==> src/rtl/core/ira_pkg.sv <==
// Shared types and constants for the integer to radix ASCII converter.
// No dependencies; used by the interfaces, the divider and the top level.
package ira_pkg;

    localparam int RADIX_BITS = 6;
    localparam int CHAR_BITS  = 7;

    localparam logic [RADIX_BITS-1:0] RADIX_MIN = 6'd2;
    localparam logic [RADIX_BITS-1:0] RADIX_MAX = 6'd36;
    localparam logic [RADIX_BITS-1:0] RADIX_DEC = 6'd10;
    localparam logic [RADIX_BITS-1:0] DIGIT_LETTERS = 6'd10;

    localparam logic [CHAR_BITS-1:0] CHAR_ZERO  = 7'h30;
    localparam logic [CHAR_BITS-1:0] CHAR_A     = 7'h41;
    localparam logic [CHAR_BITS-1:0] CHAR_MINUS = 7'h2D;
    localparam logic [CHAR_BITS-1:0] CHAR_NONE  = 7'h00;

    typedef struct packed {
        logic                  start;
        logic [RADIX_BITS-1:0] divisor;
    } div_ctl_t;

    typedef struct packed {
        logic done;
        logic quo_zero;
    } div_stat_t;

    function automatic logic [CHAR_BITS-1:0] digit_char(input logic [RADIX_BITS-1:0] d);
        logic [CHAR_BITS-1:0] ch;
        if (d < DIGIT_LETTERS)
        begin
            ch = CHAR_ZERO + CHAR_BITS'(d);
        end
        else if (d < RADIX_MAX)
        begin
            ch = CHAR_A + CHAR_BITS'(d - DIGIT_LETTERS);
        end
        else
        begin
            ch = CHAR_ZERO;
        end
        return ch;
    endfunction

endpackage

==> src/rtl/core/ira_in_if.sv <==
// Request channel carrying the integer and its radix.
// Depends on ira_pkg for the radix width.
interface ira_in_if #(parameter int VALUE_BITS = 32);
    logic                           valid;
    logic                           ready;
    logic signed [VALUE_BITS-1:0]   value;
    logic [ira_pkg::RADIX_BITS-1:0] radix;

    modport source (output valid, output value, output radix, input ready);
    modport sink   (input valid, input value, input radix, output ready);
endinterface

==> src/rtl/core/ira_out_if.sv <==
// Character channel: one ASCII character per transfer, with last and error flags.
// Depends on ira_pkg for the character width.
interface ira_out_if;
    logic                          valid;
    logic                          ready;
    logic [ira_pkg::CHAR_BITS-1:0] char_code;
    logic                          last;
    logic                          bad_radix;

    modport source (output valid, output char_code, output last, output bad_radix,
                    input ready);
    modport sink   (input valid, input char_code, input last, input bad_radix,
                    output ready);
endinterface

==> src/rtl/core/int_to_radix_ascii_core.sv <==
// Integer to ASCII string in radix 2..36, most significant digit first.
// Digits come from the bit-serial divider; each character is then read from the digit store
// and emitted, with a leading minus sign for a negative decimal value.
// One request at a time; ready only while idle.
// A bad radix gives a single result character, flagged bad_radix and last.
// Reset clears the sequencer, counts and output valid; the digit store is not cleared.
module int_to_radix_ascii_core #(
    parameter int VALUE_BITS = 32
) (
    input  logic     clk,
    input  logic     rst_n,
    ira_in_if.sink   number,
    ira_out_if.source text
);

    localparam int CNT_BITS = $clog2(VALUE_BITS + 1);
    localparam int IDX_BITS = $clog2(VALUE_BITS);

    typedef enum logic [2:0] {
        S_IDLE,
        S_BAD,
        S_DIV,
        S_SIGN,
        S_READ,
        S_EMIT
    } state_t;

    state_t                          state_reg;
    logic [CNT_BITS-1:0]             cnt_reg;
    logic                            neg_reg;
    logic [ira_pkg::RADIX_BITS-1:0]  radix_reg;
    logic                            out_valid_reg;
    logic [ira_pkg::CHAR_BITS-1:0]   char_reg;
    logic                            last_reg;
    logic                            bad_reg;

    logic [ira_pkg::RADIX_BITS-1:0]  store [VALUE_BITS];
    logic [ira_pkg::RADIX_BITS-1:0]  rd_data_reg;

    ira_pkg::div_ctl_t               div_ctl;
    ira_pkg::div_stat_t              div_stat;
    logic [VALUE_BITS-1:0]           div_dividend;
    logic [VALUE_BITS-1:0]           div_quotient;
    logic [ira_pkg::RADIX_BITS-1:0]  div_remainder;

    logic [VALUE_BITS-1:0]           value_bits;
    logic [VALUE_BITS-1:0]           magnitude;
    logic                            negative;
    logic                            radix_ok;
    logic                            accept;
    logic                            out_free;
    logic                            load_char;
    logic                            wr_en;
    logic [CNT_BITS-1:0]             cnt_m1;
    logic [IDX_BITS-1:0]             rd_idx;
    logic [IDX_BITS-1:0]             wr_idx;

    assign value_bits = number.value;
    assign negative   = (number.radix == ira_pkg::RADIX_DEC) && value_bits[VALUE_BITS-1];
    assign magnitude  = negative ? (~value_bits + 1'b1) : value_bits;
    assign radix_ok   = (number.radix >= ira_pkg::RADIX_MIN)
                     && (number.radix <= ira_pkg::RADIX_MAX);

    assign number.ready = state_reg == S_IDLE;
    assign accept       = number.valid && number.ready;
    assign out_free     = !out_valid_reg || text.ready;
    assign load_char    = out_free && ((state_reg == S_BAD) || (state_reg == S_SIGN)
                                       || (state_reg == S_EMIT));

    assign div_ctl.start   = (accept && radix_ok)
                          || (state_reg == S_DIV && div_stat.done && !div_stat.quo_zero);
    assign div_ctl.divisor = radix_reg;
    assign div_dividend    = (state_reg == S_IDLE) ? magnitude : div_quotient;

    assign wr_en  = state_reg == S_DIV && div_stat.done;
    assign wr_idx = cnt_reg[IDX_BITS-1:0];
    assign cnt_m1 = cnt_reg - 1'b1;
    assign rd_idx = cnt_m1[IDX_BITS-1:0];

    ira_divider #(
        .VALUE_BITS (VALUE_BITS)
    ) u_divider (
        .clk       (clk),
        .rst_n     (rst_n),
        .ctl       (div_ctl),
        .dividend  (div_dividend),
        .stat      (div_stat),
        .quotient  (div_quotient),
        .remainder (div_remainder)
    );

    // Digit store: written least significant first, read back in reverse
    always_ff @(posedge clk)
    begin
        if (wr_en)
        begin
            store[wr_idx] <= div_remainder;
        end
        if (state_reg == S_READ)
        begin
            rd_data_reg <= store[rd_idx];
        end
    end

    always_ff @(posedge clk or negedge rst_n)
    begin
        if (!rst_n)
        begin
            state_reg     <= S_IDLE;
            cnt_reg       <= '0;
            neg_reg       <= 1'b0;
            radix_reg     <= '0;
            out_valid_reg <= 1'b0;
            char_reg      <= '0;
            last_reg      <= 1'b0;
            bad_reg       <= 1'b0;
        end
        else
        begin
            if (load_char)
            begin
                out_valid_reg <= 1'b1;
            end
            else if (text.ready)
            begin
                out_valid_reg <= 1'b0;
            end

            unique case (state_reg)
                S_IDLE:
                begin
                    if (accept)
                    begin
                        if (!radix_ok)
                        begin
                            state_reg <= S_BAD;
                        end
                        else
                        begin
                            radix_reg <= number.radix;
                            neg_reg   <= negative;
                            cnt_reg   <= '0;
                            state_reg <= S_DIV;
                        end
                    end
                end
                S_BAD:
                begin
                    if (out_free)
                    begin
                        char_reg      <= ira_pkg::CHAR_NONE;
                        last_reg      <= 1'b1;
                        bad_reg       <= 1'b1;
                        state_reg     <= S_IDLE;
                    end
                end
                S_DIV:
                begin
                    if (div_stat.done)
                    begin
                        cnt_reg <= cnt_reg + 1'b1;
                        if (div_stat.quo_zero)
                        begin
                            state_reg <= neg_reg ? S_SIGN : S_READ;
                        end
                    end
                end
                S_SIGN:
                begin
                    if (out_free)
                    begin
                        char_reg      <= ira_pkg::CHAR_MINUS;
                        last_reg      <= 1'b0;
                        bad_reg       <= 1'b0;
                        state_reg     <= S_READ;
                    end
                end
                S_READ:
                begin
                    state_reg <= S_EMIT;
                end
                S_EMIT:
                begin
                    if (out_free)
                    begin
                        char_reg      <= ira_pkg::digit_char(rd_data_reg);
                        last_reg      <= cnt_reg == CNT_BITS'(1);
                        bad_reg       <= 1'b0;
                        cnt_reg       <= cnt_m1;
                        state_reg     <= (cnt_reg == CNT_BITS'(1)) ? S_IDLE : S_READ;
                    end
                end
                default:
                begin
                    state_reg <= S_IDLE;
                end
            endcase
        end
    end

    assign text.valid     = out_valid_reg;
    assign text.char_code = char_reg;
    assign text.last      = last_reg;
    assign text.bad_radix = bad_reg;

endmodule

==> src/rtl/core/ira_divider.sv <==
// Bit-serial restoring divider: VALUE_BITS-wide dividend by a 6-bit radix.
// One quotient bit per cycle; depends on ira_pkg for the control structs.
module ira_divider #(
    parameter int VALUE_BITS = 32
) (
    input  logic                           clk,
    input  logic                           rst_n,
    input  ira_pkg::div_ctl_t              ctl,
    input  logic [VALUE_BITS-1:0]          dividend,
    output ira_pkg::div_stat_t             stat,
    output logic [VALUE_BITS-1:0]          quotient,
    output logic [ira_pkg::RADIX_BITS-1:0] remainder
);

    localparam int CNT_BITS = $clog2(VALUE_BITS + 1);

    logic [VALUE_BITS-1:0]          quo_reg;
    logic [ira_pkg::RADIX_BITS-1:0] rem_reg;
    logic [CNT_BITS-1:0]            cnt_reg;
    logic                           busy_reg;
    logic                           done_reg;

    logic [ira_pkg::RADIX_BITS:0]   trial;
    logic                           fits;
    logic [ira_pkg::RADIX_BITS:0]   diff;

    assign trial = {rem_reg, quo_reg[VALUE_BITS-1]};
    assign fits  = trial >= {1'b0, ctl.divisor};
    assign diff  = trial - {1'b0, ctl.divisor};

    always_ff @(posedge clk or negedge rst_n)
    begin
        if (!rst_n)
        begin
            quo_reg  <= '0;
            rem_reg  <= '0;
            cnt_reg  <= '0;
            busy_reg <= 1'b0;
            done_reg <= 1'b0;
        end
        else if (ctl.start)
        begin
            quo_reg  <= dividend;
            rem_reg  <= '0;
            cnt_reg  <= CNT_BITS'(VALUE_BITS);
            busy_reg <= 1'b1;
            done_reg <= 1'b0;
        end
        else if (busy_reg)
        begin
            quo_reg  <= {quo_reg[VALUE_BITS-2:0], fits};
            rem_reg  <= fits ? diff[ira_pkg::RADIX_BITS-1:0]
                             : trial[ira_pkg::RADIX_BITS-1:0];
            cnt_reg  <= cnt_reg - 1'b1;
            busy_reg <= cnt_reg != CNT_BITS'(1);
            done_reg <= cnt_reg == CNT_BITS'(1);
        end
        else
        begin
            done_reg <= 1'b0;
        end
    end

    assign stat.done     = done_reg;
    assign stat.quo_zero = quo_reg == '0;
    assign quotient      = quo_reg;
    assign remainder     = rem_reg;

endmodule
==> src/flat_wrapper.sv <==
// flat-port wrapper written by rule: the top's interface ports become plain ports
module int_to_radix_ascii_core_flat 
#(
    parameter int VALUE_BITS = 32
)
  (clk, rst_n, number_valid, number_value, number_radix, number_ready, text_valid, text_char_code, text_last, text_bad_radix, text_ready);
  ira_in_if #(.VALUE_BITS(VALUE_BITS)) number_i ();
  ira_out_if text_i ();
  input  logic clk;
  input  logic rst_n;
  input wire logic [$bits(number_i.valid)-1:0] number_valid;
  input wire logic [$bits(number_i.value)-1:0] number_value;
  input wire logic [$bits(number_i.radix)-1:0] number_radix;
  output wire logic [$bits(number_i.ready)-1:0] number_ready;
  output wire logic [$bits(text_i.valid)-1:0] text_valid;
  output wire logic [$bits(text_i.char_code)-1:0] text_char_code;
  output wire logic [$bits(text_i.last)-1:0] text_last;
  output wire logic [$bits(text_i.bad_radix)-1:0] text_bad_radix;
  input wire logic [$bits(text_i.ready)-1:0] text_ready;
  assign number_i.valid = number_valid;
  assign number_i.value = number_value;
  assign number_i.radix = number_radix;
  assign number_ready = number_i.ready;
  assign text_valid = text_i.valid;
  assign text_char_code = text_i.char_code;
  assign text_last = text_i.last;
  assign text_bad_radix = text_i.bad_radix;
  assign text_i.ready = text_ready;
  int_to_radix_ascii_core #(.VALUE_BITS(VALUE_BITS)) u_core (.clk(clk), .rst_n(rst_n), .number(number_i), .text(text_i));
endmodule
==> config.mk <==
export PLATFORM = sky130hd
export DESIGN_NAME = int_to_radix_ascii_core_flat
export DESIGN_NICKNAME = d
export VERILOG_FILES = /design/src/rtl/core/ira_pkg.sv /design/src/rtl/core/ira_in_if.sv /design/src/rtl/core/ira_out_if.sv /design/src/rtl/core/int_to_radix_ascii_core.sv /design/src/rtl/core/ira_divider.sv /design/src/flat_wrapper.sv
export SDC_FILE = /design/constraint.sdc
export NUM_CORES = 1
export LEC_CHECK = 0
export ABC_CLOCK_PERIOD_IN_PS = 4250
export CORE_MARGIN = 2
export CORE_UTILIZATION = 61
export DETAILED_ROUTE_END_ITERATION = 8
export DONT_BUFFER_PORTS = 1
export PLACE_DENSITY = 0.88
export SKIP_CTS_REPAIR_TIMING = 1
export SLEW_MARGIN = 20
export SYNTH_ARGS = -nofsm -noshare
export SYNTH_HDL_FRONTEND = slang
export SYNTH_HIERARCHICAL = 1
export SYNTH_SLANG_ARGS = --single-unit
==> constraint.sdc <==
create_clock -name clk -period 4.25 [get_ports clk]
set_clock_uncertainty 0.2 [all_clocks]
set_input_delay 0.6375 -clock clk [delete_from_list [all_inputs] [get_ports clk]]
set_output_delay 0.6375 -clock clk [all_outputs]
set_load 0.005 [all_outputs]
* Word-level counts from Yosys, hierarchy flattened
Memory sizes are Yosys's and may differ from the RTL's. A register that Yosys moved wholly into a read port is not among the register bits.
Cells that the tools add are included.
** Word-level totals
- Bits in registers :: 72
- Memory bits (writable) :: 192
- Input bits :: 42
- Output and inout bits :: 11
- Logic and storage cells :: 116
- Memories :: 1
** Memory list
- u_core.store :: depth 32, width 6, read ports 1, clocked after memory_dff 1, write ports 1, line int_to_radix_ascii_core.sv:37 : logic [ira_pkg::RADIX_BITS-1:0] store [VALUE_BITS];
** Cells by class
- Add/subtract/negate cells :: 8
- Magnitude comparators :: 5
- Equality and inequality tests :: 18
- Multiplexer cells :: 43
- Bitwise logic cells :: 1
- Reductions and logical operators :: 27
** Operator list (count)
- $mux 32 :: 4
- $mux 6 :: 9
- $mux 7 :: 5
- $add 32x1->32 const B :: 1
- $logic_not 32->1 :: 1
- $not 32->32 :: 1
- $mux 3 :: 8
- $pmux 7 s3 :: 1
- $pmux 3 s6 :: 1
- $pmux 6 s3 :: 1
- $eq 6x1->1 const B :: 2
- $ne 2x1->1 const B :: 6
- $sub 6x1->6 const B :: 2
- $mux 1 :: 11
- $add 6x6->7 const A :: 1
- $add 7x7->7 const A :: 1
- $ge 7x6->1 :: 1
- $logic_and 1x1->1 :: 7
- $sub 6x4->7 const B :: 1
- $add 6x1->6 const B :: 1
- $eq 3x2->1 const B :: 2
- $eq 3x3->1 const B :: 2
- $eq 6x4->1 const B :: 1
- $ge 6x2->1 const B :: 1
- 21 further kinds :: 31

* Logic depth before layout (Yosys ltp)
- Depth in word-level cells :: 6
- Mapped depth :: 12
- Mapped depth without buffers :: 9

* Modules after synthesis
Netlist, hierarchy kept.
** Modules (own cells, without submodules)
- int_to_radix_ascii_core :: times used 1, cells an instance 764, area an instance 10506.3 sq um, sequential area each 6596.3 sq um
- ira_divider :: times used 1, cells an instance 256, area an instance 2487.4 sq um, sequential area each 1151.1 sq um

* Least setup slack after synthesis
OpenSTA, ideal clock, no wires.
- Path kind :: reg2reg
- Start :: reg u_core.cnt_reg[0]
- End :: reg u_core/rd_data_reg[0] in the netlist's numbering, read port of u_core.store (data pin)
- Setup time :: 0.259 ns
- Arrival time :: 2.467 ns
- Data required time :: 3.791 ns
- Setup slack :: 1.324 ns
- Cell stages (with the launch flop) :: 11
- Buffers on the path :: 4
- Clock period less this slack :: 2.926 ns
- Path through :: dfrtp_1 -> buf_4 -> buf_2 -> inv_1 -> ha_1 -> clkbuf_1 -> clkbuf_1 -> mux4_2 -> mux2i_1 -> o22ai_1 -> a211o_1
** On the way
- Word-level cells in the longest chain between the ends :: 1
** Ends and longest elaborated chain
- start: declaration :: line int_to_radix_ascii_core.sv:29 : logic [CNT_BITS-1:0] cnt_reg;
- start signal: assignment :: line int_to_radix_ascii_core.sv:161 : cnt_reg <= cnt_reg + 1'b1;
- start signal: assignment :: line int_to_radix_ascii_core.sv:189 : cnt_reg <= cnt_m1;
- $sub 6x1->6 :: line int_to_radix_ascii_core.sv:77 : assign cnt_m1 = cnt_reg - 1'b1;
- end: declaration :: line int_to_radix_ascii_core.sv:38 : logic [ira_pkg::RADIX_BITS-1:0] rd_data_reg;
Every way passes these cells.
A chain may end at the register's enable or synchronous reset.

* Final worst setup path
- Start :: reg u_core.cnt_reg[1]
- End :: reg u_core/rd_data_reg[3] in the netlist's numbering, read port of u_core.store (data pin)
Same word-level chain as after synthesis.

==> flow_metrics.env <==
export IMPL_drt_drc_violations_left=0
export IMPL_crit_path_end_kind="flip-flop"
export IMPL_htree_levels=1
export IMPL_maxSlewViolCount=0
export IMPL_wl_um=31100
export IMPL_postLayoutCoreUtil_pct=67.5
export IMPL_routed_via_density=6.68
export IMPL_drt_first_pass_iters=6
export IMPL_filler_cell_count_in_the_final_layout=1406
export IMPL_place_port_buffers=0
export IMPL_critical_path_max_fanout=32
export IMPL_core_um2=21000
export IMPL_numCtsBuffers=27
export IMPL_peakVddDrop_uv=384
export IMPL_post_synth_inst_count=1020
export IMPL_asyncSetResetFlopFracSynth_pct=26.7
export IMPL_die_area_um2=22500
export IMPL_synth_top_cell_area_share_pct=45.8
export IMPL_nNetsFinal=1073
export IMPL_pin_count_of_the_biggest_net_entering_global_routing=73
export IMPL_final_period_utilization_pct=77.2
export IMPL_worst_r2r_setup_slack_ns=0.97
export IMPL_r2r_worst_path_cells=6
export IMPL_p_leak_nw=5.04
export IMPL_min_from="number_radix[3]"
export IMPL_initial_antenna_violation_count=0
export IMPL_area_growth_synth_to_final_pct=8.94
export IMPL_dieWidth_um=150
export IMPL_final_layout_size_suffix_gt1_share_pct=13.4
export IMPL_grt_setup_unrepaired="no"
export IMPL_global_route_wire_length_before_repair_um=47100
export IMPL_synth_edf_count=198
export IMPL_largest_register_ffs=192
export IMPL_max_cap_viols=0
export IMPL_floorplan_io_pins=53
export IMPL_die_height_um=150
export IMPL_worst_ep_arrival_time_ns=3.38
export IMPL_track_usage_pct=27.5
export IMPL_grt_pass1_vias=8443
export IMPL_max_clock_freq_mhz=305
export IMPL_finalWorstPathRequiredPeriod_ns=3.28
export IMPL_cts_sinks=270
export IMPL_gp_congestion=0.858
export IMPL_cts_buffer_depth=3
export IMPL_synth_cell_area_um2=13000
export IMPL_clk_latency_ns=0.55
export IMPL_hold_path_depth=1
export IMPL_min_path_type="in -> reg"
export IMPL_floorplan_rows=53
export IMPL_worstReg2RegStart="u_core/cnt_reg[1]"
export IMPL_power_per_cell_area_nw_per_um2=452
export IMPL_drt_initial_drc_count=996
export IMPL_synth_net_count=1080
export IMPL_synth_cell_type_count=70
export IMPL_syn_avg_cell_area_um2=12.7
export IMPL_tightest_slew_ns=1.05
export IMPL_registers_top_by_ff_count="u_core/store"
export IMPL_relSlewSlack_pct=29.8
export IMPL_initial_utilization_pct=62.0
export IMPL_synth_top_cells_by_area="edfxtp_1, dfrtp_1, mux4_2, nand2_1, mux2i_1"
export IMPL_clk_transition_reported_paths_ns=0.06
export IMPL_finalHoldViolations=0
export IMPL_hpwl_um=19100
export IMPL_hold_path_end="u_core/radix_reg[3]"
export IMPL_final_setup_tns_ns=0
export IMPL_routed_wire_length_per_instance_um=23.7
export IMPL_synth_top_flop_cell="edfxtp_1"
export IMPL_run_status="finished clean"
export IMPL_cts_root_buffer="clkbuf_16"
export IMPL_gr_total_overflow=0
export IMPL_ys_seq_area_share_pct=59.6
export IMPL_synth_largest_area_cell="edfxtp_1"
export IMPL_antenna_violating_nets_post_route=0
export IMPL_clock_tree_from_tritoncts="yes"
export IMPL_vias=8745
export IMPL_startpoint_type="flip-flop"
export IMPL_antenna_cells_inserted=0
export IMPL_critical_path_reg2reg_endpoint="u_core/rd_data_reg[3]"
export IMPL_synth_seq_cells=270
export IMPL_report_final_setup_viol=0
export IMPL_timing_setup_critical_path_class="reg -> reg"
export IMPL_yosys_warnings=6
export IMPL_critPathRequiredTime_ns=4.35
[area by class of cell]
class | instances | area (um^2) | share of cell area (%)
Sequential cell | 270 | 7750 | 54.8
Inverter | 27 | 106 | 0.751
Clock inverter | 15 | 145 | 1.03
Timing Repair Buffer | 20 | 173 | 1.22
Tap cell | 275 | 344 | 2.43
Multi-Input combinational cell | 667 | 4920 | 34.7
Clock buffer | 35 | 716 | 5.06
[per-stage QoR]
stage / instance area [um^2] / instances / hold WS (ns) / setup slack, ns / total power [mW]
6_report: 14200 / 1309 / 0.0470 / 0.970 / 6.40
5_1_grt: 14200 / 1309 / 0.0306 / 0.883 / 6.62
4_1_cts: 14100 / 1307 / -0.434 / 0.993 / 6.38
3_5_place_dp: 13200 / 1257 / 0.143 / 1.06 / 4.09
3_3_place_gp: 13200 / 1257 / 0.143 / 1.15 / 4.03
2_1_floorplan: 13000 / 1020 / 0.142 / 1.32 / 3.82
[critical path, stage by stage, from the launching register on]
cell     delay (ns)
dfrtp_1        0.52
inv_1          0.15
ha_2           0.87
mux4_2         0.42
mux2i_1        0.34
o22ai_1        0.20
a211o_1        0.33
[how the worst max path moves through the flow]
stage / startpoint / endpoint / slack [ns] / cells after the start
6_report: u_core/cnt_reg[1] / u_core/rd_data_reg[3] / 0.97 / 6
5_1_grt: u_core/state_reg[2] / u_core/u_divider/quotient[0] / 0.88 / 8
4_1_cts: u_core/cnt_reg[1] / u_core/rd_data_reg[3] / 0.99 / 6
3_5_place_dp: u_core/cnt_reg[1] / u_core/rd_data_reg[3] / 1.06 / 6
3_3_place_gp: u_core/cnt_reg[0] / u_core/store[7][2] / 1.15 / 4
2_1_floorplan: u_core/cnt_reg[0] / u_core/rd_data_reg[0] / 1.32 / 10
[layout by cell type, fill, tap and decap left out, drive strengths merged, types with 4 or more instances in the layout]
| cell type | netlist | routed |
|---|---|---|
| edfxtp | 198 | 198 |
| nand2 | 134 | 134 |
| o21ai | 87 | 87 |
| nor2 | 82 | 82 |
| dfrtp | 72 | 72 |
| mux4 | 48 | 48 |
| mux2i | 48 | 48 |
| clkbuf | 31 | 35 |
| a21oi | 32 | 32 |
| inv | 26 | 27 |
| xnor2 | 23 | 23 |
| xor2 | 20 | 20 |
| buf | 25 | 19 |
| ha | 17 | 17 |
| nor3 | 14 | 14 |
| nor4 | 14 | 14 |
| clkinv | 1 | 13 |
| o22ai | 11 | 11 |
| nand3 | 11 | 11 |
| or3 | 10 | 10 |
| a31oi | 9 | 9 |
| mux2 | 8 | 8 |
| nand2b | 7 | 7 |
| a211o | 6 | 6 |
| nand4 | 6 | 6 |
| o41ai | 6 | 6 |
| o31ai | 6 | 6 |
| a211oi | 5 | 5 |
| nor2b | 4 | 4 |
| or2 | 4 | 4 |
| a311oi | 4 | 4 |
| nor3b | 4 | 4 |
[report_power, final]
part	internal, mW	switching [mW]	leakage (nW)
logic	0.255	0.524	2.07
registers	3.18	0.123	2.54
clock network	1.32	0.990	0.429
[synth_stat cells, drive strengths merged, types with 23 or more instances]
| library cell | n |
|---|---|
| buf | 25 |
| a21oi | 32 |
| clkbuf | 31 |
| mux4 | 48 |
| inv | 26 |
| nor2 | 82 |
| o21ai | 87 |
| nand2 | 134 |
| mux2i | 48 |
| dfrtp | 72 |
| edfxtp | 198 |
| xnor2 | 23 |
[per-layer routing]
layer / routed length (um) / share of wire (%) / track usage, %
met1: 11300 / 36 / 35.8
met2: 15800 / 51 / 46.8
met3: 2590 / 8.3 / 3.81
met4: 1370 / 4.4 / 11.9
met5: 0 / 0 / 0
[cell families (layout without fill, tap and decap cells)]
| group | Yosys count | after routing | share of synthesized area (%) |
|---|---|---|---|
| compound gates | 191 | 191 | 9.13 |
| xor+xnor | 43 | 43 | 2.90 |
| fa+ha+maj | 18 | 18 | 1.79 |
| buf+inv | 83 | 97 | 2.79 |
| flops | 270 | 270 | 59.6 |
| mux | 104 | 104 | 12.7 |
| simple gates | 311 | 311 | 11.1 |
No activity file was read; power rests on OpenSTA's default activity.
